===== src/hw/rtl/kga_pkg.sv =====
`timescale 1ns / 1ps
// ----------------------------------------------------------------------------
// kga_pkg
// Shared types and constants for the kerned glyph advance block.
// ----------------------------------------------------------------------------
package kga_pkg;

	// default table sizes
	localparam int GLYPH_SLOTS_DEF  = 256;
	localparam int KERN_ENTRIES_DEF = 256;

	// request codes
	typedef enum logic [1:0] {
		REQ_QUERY    = 2'd0,
		REQ_GLYPH_WR = 2'd1,
		REQ_KERN_WR  = 2'd2,
		REQ_NONE     = 2'd3
	} req_t;

	// configuration port
	localparam int CFG_IDX_W  = 1;
	localparam int CFG_DATA_W = 10;
	localparam logic [CFG_IDX_W-1:0] CFG_SPACING    = 1'b0;
	localparam logic [CFG_IDX_W-1:0] CFG_KERN_COUNT = 1'b1;
	localparam logic [9:0] SPACING_RST = 10'd100;

	// first printable code, maps to glyph slot 0; codes above 0x7f continue
	// at slot 96, which is the same code - 0x20 mapping
	localparam logic [15:0] CODE_BASE = 16'h0020;

	// divide by 100: floor(p * ceil(2^27/100) / 2^27) is exact for p < 2^19
	localparam int          PROD1_W     = 19;
	localparam int          PROD2_W     = 40;
	localparam int          RECIP_SHIFT = 27;
	localparam logic [20:0] RECIP_MUL   = 21'd1342178;

	typedef struct packed {
		logic              valid;
		logic [7:0]        advance;
		logic signed [7:0] offset;
		logic              has_kern;
	} glyph_entry_t;

	typedef struct packed {
		logic [31:0]       key;
		logic signed [7:0] amount;
	} kern_entry_t;

	// controller to datapath
	typedef struct packed {
		logic load;
		logic clear;
		logic glyph_wr;
		logic kern_wr;
		logic glyph_rd;
		logic rd_prev;
		logic cap_cur;
		logic search_init;
		logic probe;
		logic cmp;
		logic mul;
		logic div;
		logic finish;
		logic finish_zero;
	} kga_cmd_t;

	// datapath to controller
	typedef struct packed {
		req_t req;
		logic clear_last;
		logic kern_en;
		logic range_open;
		logic hit;
	} kga_stat_t;

endpackage


===== src/hw/rtl/kga_ctrl.sv =====
`timescale 1ns / 1ps
// ----------------------------------------------------------------------------
// kga_ctrl
// Sequencer: table clear after reset, request decode, glyph reads, kern
// binary search and the two-step scaling.
// ----------------------------------------------------------------------------
module kga_ctrl (
	input  logic             clk,
	input  logic             arst_n,
	input  logic             start,
	output logic             busy,
	input  kga_pkg::kga_stat_t stat,
	output kga_pkg::kga_cmd_t  cmd
);
	import kga_pkg::*;

	typedef enum logic [3:0] {
		ST_CLEAR,
		ST_IDLE,
		ST_DECODE,
		ST_RD_PREV,
		ST_INIT,
		ST_PROBE,
		ST_CMP,
		ST_MUL,
		ST_DIV,
		ST_FIN
	} state_t;

	state_t state_q, state_d;
	logic   busy_q;

	always_comb begin
		state_d = state_q;
		cmd     = '0;
		case (state_q)
			ST_CLEAR: begin
				cmd.clear = 1'b1;
				if (stat.clear_last) state_d = ST_IDLE;
			end
			ST_IDLE: begin
				if (start) begin
					cmd.load = 1'b1;
					state_d  = ST_DECODE;
				end
			end
			ST_DECODE: begin
				case (stat.req)
					REQ_QUERY: begin
						cmd.glyph_rd = 1'b1;
						state_d      = ST_RD_PREV;
					end
					REQ_GLYPH_WR: begin
						cmd.glyph_wr    = 1'b1;
						cmd.finish_zero = 1'b1;
						state_d         = ST_IDLE;
					end
					REQ_KERN_WR: begin
						cmd.kern_wr     = 1'b1;
						cmd.finish_zero = 1'b1;
						state_d         = ST_IDLE;
					end
					default: begin
						cmd.finish_zero = 1'b1;
						state_d         = ST_IDLE;
					end
				endcase
			end
			ST_RD_PREV: begin
				cmd.cap_cur  = 1'b1;
				cmd.glyph_rd = 1'b1;
				cmd.rd_prev  = 1'b1;
				state_d      = ST_INIT;
			end
			ST_INIT: begin
				cmd.search_init = 1'b1;
				state_d         = ST_PROBE;
			end
			ST_PROBE: begin
				if (stat.kern_en && stat.range_open) begin
					cmd.probe = 1'b1;
					state_d   = ST_CMP;
				end else begin
					state_d = ST_MUL;
				end
			end
			ST_CMP: begin
				cmd.cmp = 1'b1;
				state_d = stat.hit ? ST_MUL : ST_PROBE;
			end
			ST_MUL: begin
				cmd.mul = 1'b1;
				state_d = ST_DIV;
			end
			ST_DIV: begin
				cmd.div = 1'b1;
				state_d = ST_FIN;
			end
			ST_FIN: begin
				cmd.finish = 1'b1;
				state_d    = ST_IDLE;
			end
			default: begin
				state_d = ST_IDLE;
			end
		endcase
	end

	always_ff @(posedge clk or negedge arst_n) begin
		if (!arst_n) begin
			state_q <= ST_CLEAR;
			busy_q  <= 1'b1;
		end else begin
			state_q <= state_d;
			busy_q  <= (state_d != ST_IDLE);
		end
	end

	assign busy = busy_q;

endmodule


===== config.mk =====
export PLATFORM = sky130hd
export DESIGN_NAME = kga_ctrl
export DESIGN_NICKNAME = d
export VERILOG_FILES = /design/src/hw/rtl/kga_pkg.sv /design/src/hw/rtl/kga_ctrl.sv
export SDC_FILE = /design/constraint.sdc
export NUM_CORES = 1
export LEC_CHECK = 0
export BUFFER_PORTS_ARGS = -buffer_cell sky130_fd_sc_hd__clkbuf_2
export CORE_AREA = 2 2 39 41
export DETAILED_ROUTE_END_ITERATION = 16
export DIE_AREA = 0 0 41 43
export GPL_ROUTABILITY_DRIVEN = 0
export MAX_ROUTING_LAYER = met4
export PLACE_DENSITY = 0.72
export SYNTH_ARGS = -nofsm -noshare
export SYNTH_HDL_FRONTEND = slang
export SYNTH_SLANG_ARGS = --single-unit

===== constraint.sdc =====
create_clock -name clk -period 1.5 [get_ports clk]
set_input_delay 0.075 -clock clk [delete_from_list [all_inputs] [get_ports clk]]
set_output_delay 0.075 -clock clk [all_outputs]
set_load 0.005 [all_outputs]

==> impl_metrics.yaml <==
timing:
  setup_viol_count_final: 4
  finalCritPeriodShare: 1.09
  tightest_slew_ns: 0.216
  relSlewSlack: 0.854
  fmax_mhz: 613
  period_needed_ns: 1.63
  drv_slew: 0
  worst_slack_ns: -0.132
  rsz0062_at_grt: "true"
  hold_viol: 0
  whs_ns: 0.108
  skew_ns: 0.00274
finish:
  drive_above_1_share: 0.547
  fin_util: 0.431
  instances_no_fill: 91
  nets: 85
  diodes: 0
  syn2layout_area_growth_pct: 52.4
  fillCellCount: 139
clocking:
  clock_latency_ns: 0.24
  clkTransAtPathRegs_ns: 0.04
  cts_max_path_buffers: 2
  cts_tree: "done"
  cts_sinks: 5
  cts_made_buffers: 3
  cts-root-buf: "clkbuf_4"
  htree_levels: 1
drt:
  vias_per_cell: 4.53
  drt_iter0_drc: 10
  drtPass1Iterations: 4
  wire_per_inst_microns: 9.73
  via_count: 412
  drtAntennaViolNets: 0
  drc: 0
  wirelength_microns: 885
global_routing:
  grt_max_degree: 11
  globalRouteMet3Util: 0.0314
  antenna_found_initial: 0
  grtUsageMet1: 0.161
  grt_pass1_vias: 390
  grt-ovfl-total: 0
  busiest_layer: "met2"
  grt_usage: 0.131
  grt_pass1_wl_mm: 1.52
  use_met2: 0.184
run_status:
  violations: "negative setup slack"
  status: "complete, but fails checks"
placed_design:
  hpwl_microns: 690
  place_inst: 85
  portBuffers: 23
  place_ws_ns: 0.130
yosys:
  synth-xor-area-share: 0.0224
  synth_compound_area_frac: 0.115
  yosysMostFrequentCell: "nor2_1"
  synth-seq-area-share: 0.323
  synth_top_family_by_area: "simple AND/OR/NAND/NOR gates"
  syn_nets: 56
  ys_async_sr_fraction: 1.00
  synth_top_cell_by_area: "dfrtp_1"
  synthFlopType: "dfrtp_1"
  ys_seq_elements: 5
  synth_common_cells: "nor2_1 (7), dfrtp_1 (4), nor2b_1 (4)"
  synth_top_area_frac: 0.256
  synth_cell_type_count: 28
  syn_avg_cell_area_sq_um: 8.33
  syn_inst: 47
  synthMuxAreaShare: 0
  synth-simple-area-share: 0.447
  ys.warnings.count: 0
  synth-edff-count: 0
  synthAdderAreaFrac: 0
  synth_area_leaders: "dfrtp_1 (26%), dfstp_2 (6.7%), nor2_1 (6.7%)"
  syn_area_sq_um: 392
die:
  dieArea_sq_um: 1760
  ios: 24
  rows: 14
  dieWidth_microns: 41
  start_util: 0.283
  die_h_microns: 43
  core-area_sq_um: 1380
pwr:
  p_comb_frac: 0.644
  p_sw_frac: 0.400
  power.internal_mw: 0.651
  power_mw: 1.08
  p_sw_mw: 0.433
  p_leak_nw: 0.306
  power_density_nw_per_um2: 1820
  irDropWorstVdd_mv: 0.795
  seq_power_share: 0.215
  p_clk_frac: 0.141
setup_path:
  critPathCaptureType: "primary output"
  cp-start-kind: "flip-flop"
  cp_slowest_stage_delay_ns: 0.57
  crit_slowest_cell: "or4b_4"
  crit_chain: "or4b_4 > nor3_4 > or2_1 > buf_2"
  crit_type: "reg -> out"
  required_ns: 1.42
  arrival_ns: 1.56
  crit_fanout: 4
hold_path:
  hp-class: "in -> reg"
job:
  drv_cap: 0
per-layer routing:
layer  routed length, microns  share of wire  vias up
li1                         -              -      218
met1                      364           0.41      174
met4                        4         0.0045        0
met3                       70          0.079        2
met2                      446           0.50       18
met5                        0              0        -
cells by family (layout without fill, tap and decap cells):
| logic type | Yosys count | count (layout) |
|---|---|---|
| AO/OA/AOI/OAI | 6 | 6 |
| XOR/XNOR | 1 | 1 |
| buffers and inverters | 6 | 34 |
| flip-flops | 5 | 5 |
| AND/OR/NAND/NOR | 29 | 29 |
cell usage in the layout, fill, tap and decap left out, types with 2 or more instances in the layout:
cell type / n
clkbuf_4: 3
nor2b_1: 3
a21oi_1: 2
nor2_1: 7
clkbuf_2: 22
buf_4: 4
nor3_1: 2
nand2b_1: 2
dfrtp_1: 4
nand3_1: 2
nor3b_1: 2
power by group through the flow:
stage | logic [mW] | registers (mW) | clock network, mW
CTS | 0.666 | 0.233 | 0.158
finish | 0.698 | 0.233 | 0.153
detailed placement | 0.621 | 0.235 | 0
global placement | 0.610 | 0.232 | 0
global route | 0.779 | 0.239 | 0.166
floorplan | 0.435 | 0.222 | 0
critical path: cells and delay by family, from the launching register on:
| kind | cells | cell delay, ns |
|---|---|---|
| flip-flops | 1 | 0.37 |
| AND/OR/NAND/NOR | 3 | 0.85 |
| buffers and inverters | 1 | 0.10 |
registers in the layout (all words and copies together) (netlist names):
register,cells
busy,1
state_q,4
final timing paths:
kind,from,endpoint,slack (ns),depth (start not counted)
setup / recovery,state_q[2],cmd[9],-0.13,4
hold reg to reg,state_q[3],state_q[2],0.62,2
max in group asynchronous,arst_n,busy,1.11,2
hold / removal,stat[0],state_q[1],0.11,3
setup reg to reg,state_q[2],busy,0.11,6
min in group asynchronous,arst_n,state_q[0],0.18,2
timing repair:
| item | in CTS | in global routing |
|---|---|---|
| pin swaps | 1 | 0 |
| endpoints found under the setup margin | 6 | 7 |
| endpoints found under the hold margin | 5 | 0 |
| resized for setup | 3 | 5 |
| setup buffers | 1 | 0 |
| hold buffers | 1 | 0 |
area by class of cell:
class / instances / area [sq um] / share of cell area
Timing Repair Buffer: 29 / 166 / 0.279
Multi-Input combinational cell: 36 / 254 / 0.426
Sequential cell: 5 / 126 / 0.212
Inverter: 1 / 3.75 / 0.00629
Tap cell: 16 / 20.0 / 0.0335
Clock buffer: 4 / 26.3 / 0.0440
metrics by stage:
| step | setup TNS [ns] | area [sq um] |
|---|---|---|
| 2_1_floorplan | 0 | 392 |
| 3_3_place_gp | 0 | 524 |
| 3_5_place_dp | 0 | 524 |
| 4_1_cts | -0.470 | 579 |
| 5_1_grt | -0.663 | 597 |
| 6_report | -0.389 | 597 |
Note: power is estimated with default switching activity, not from simulation.
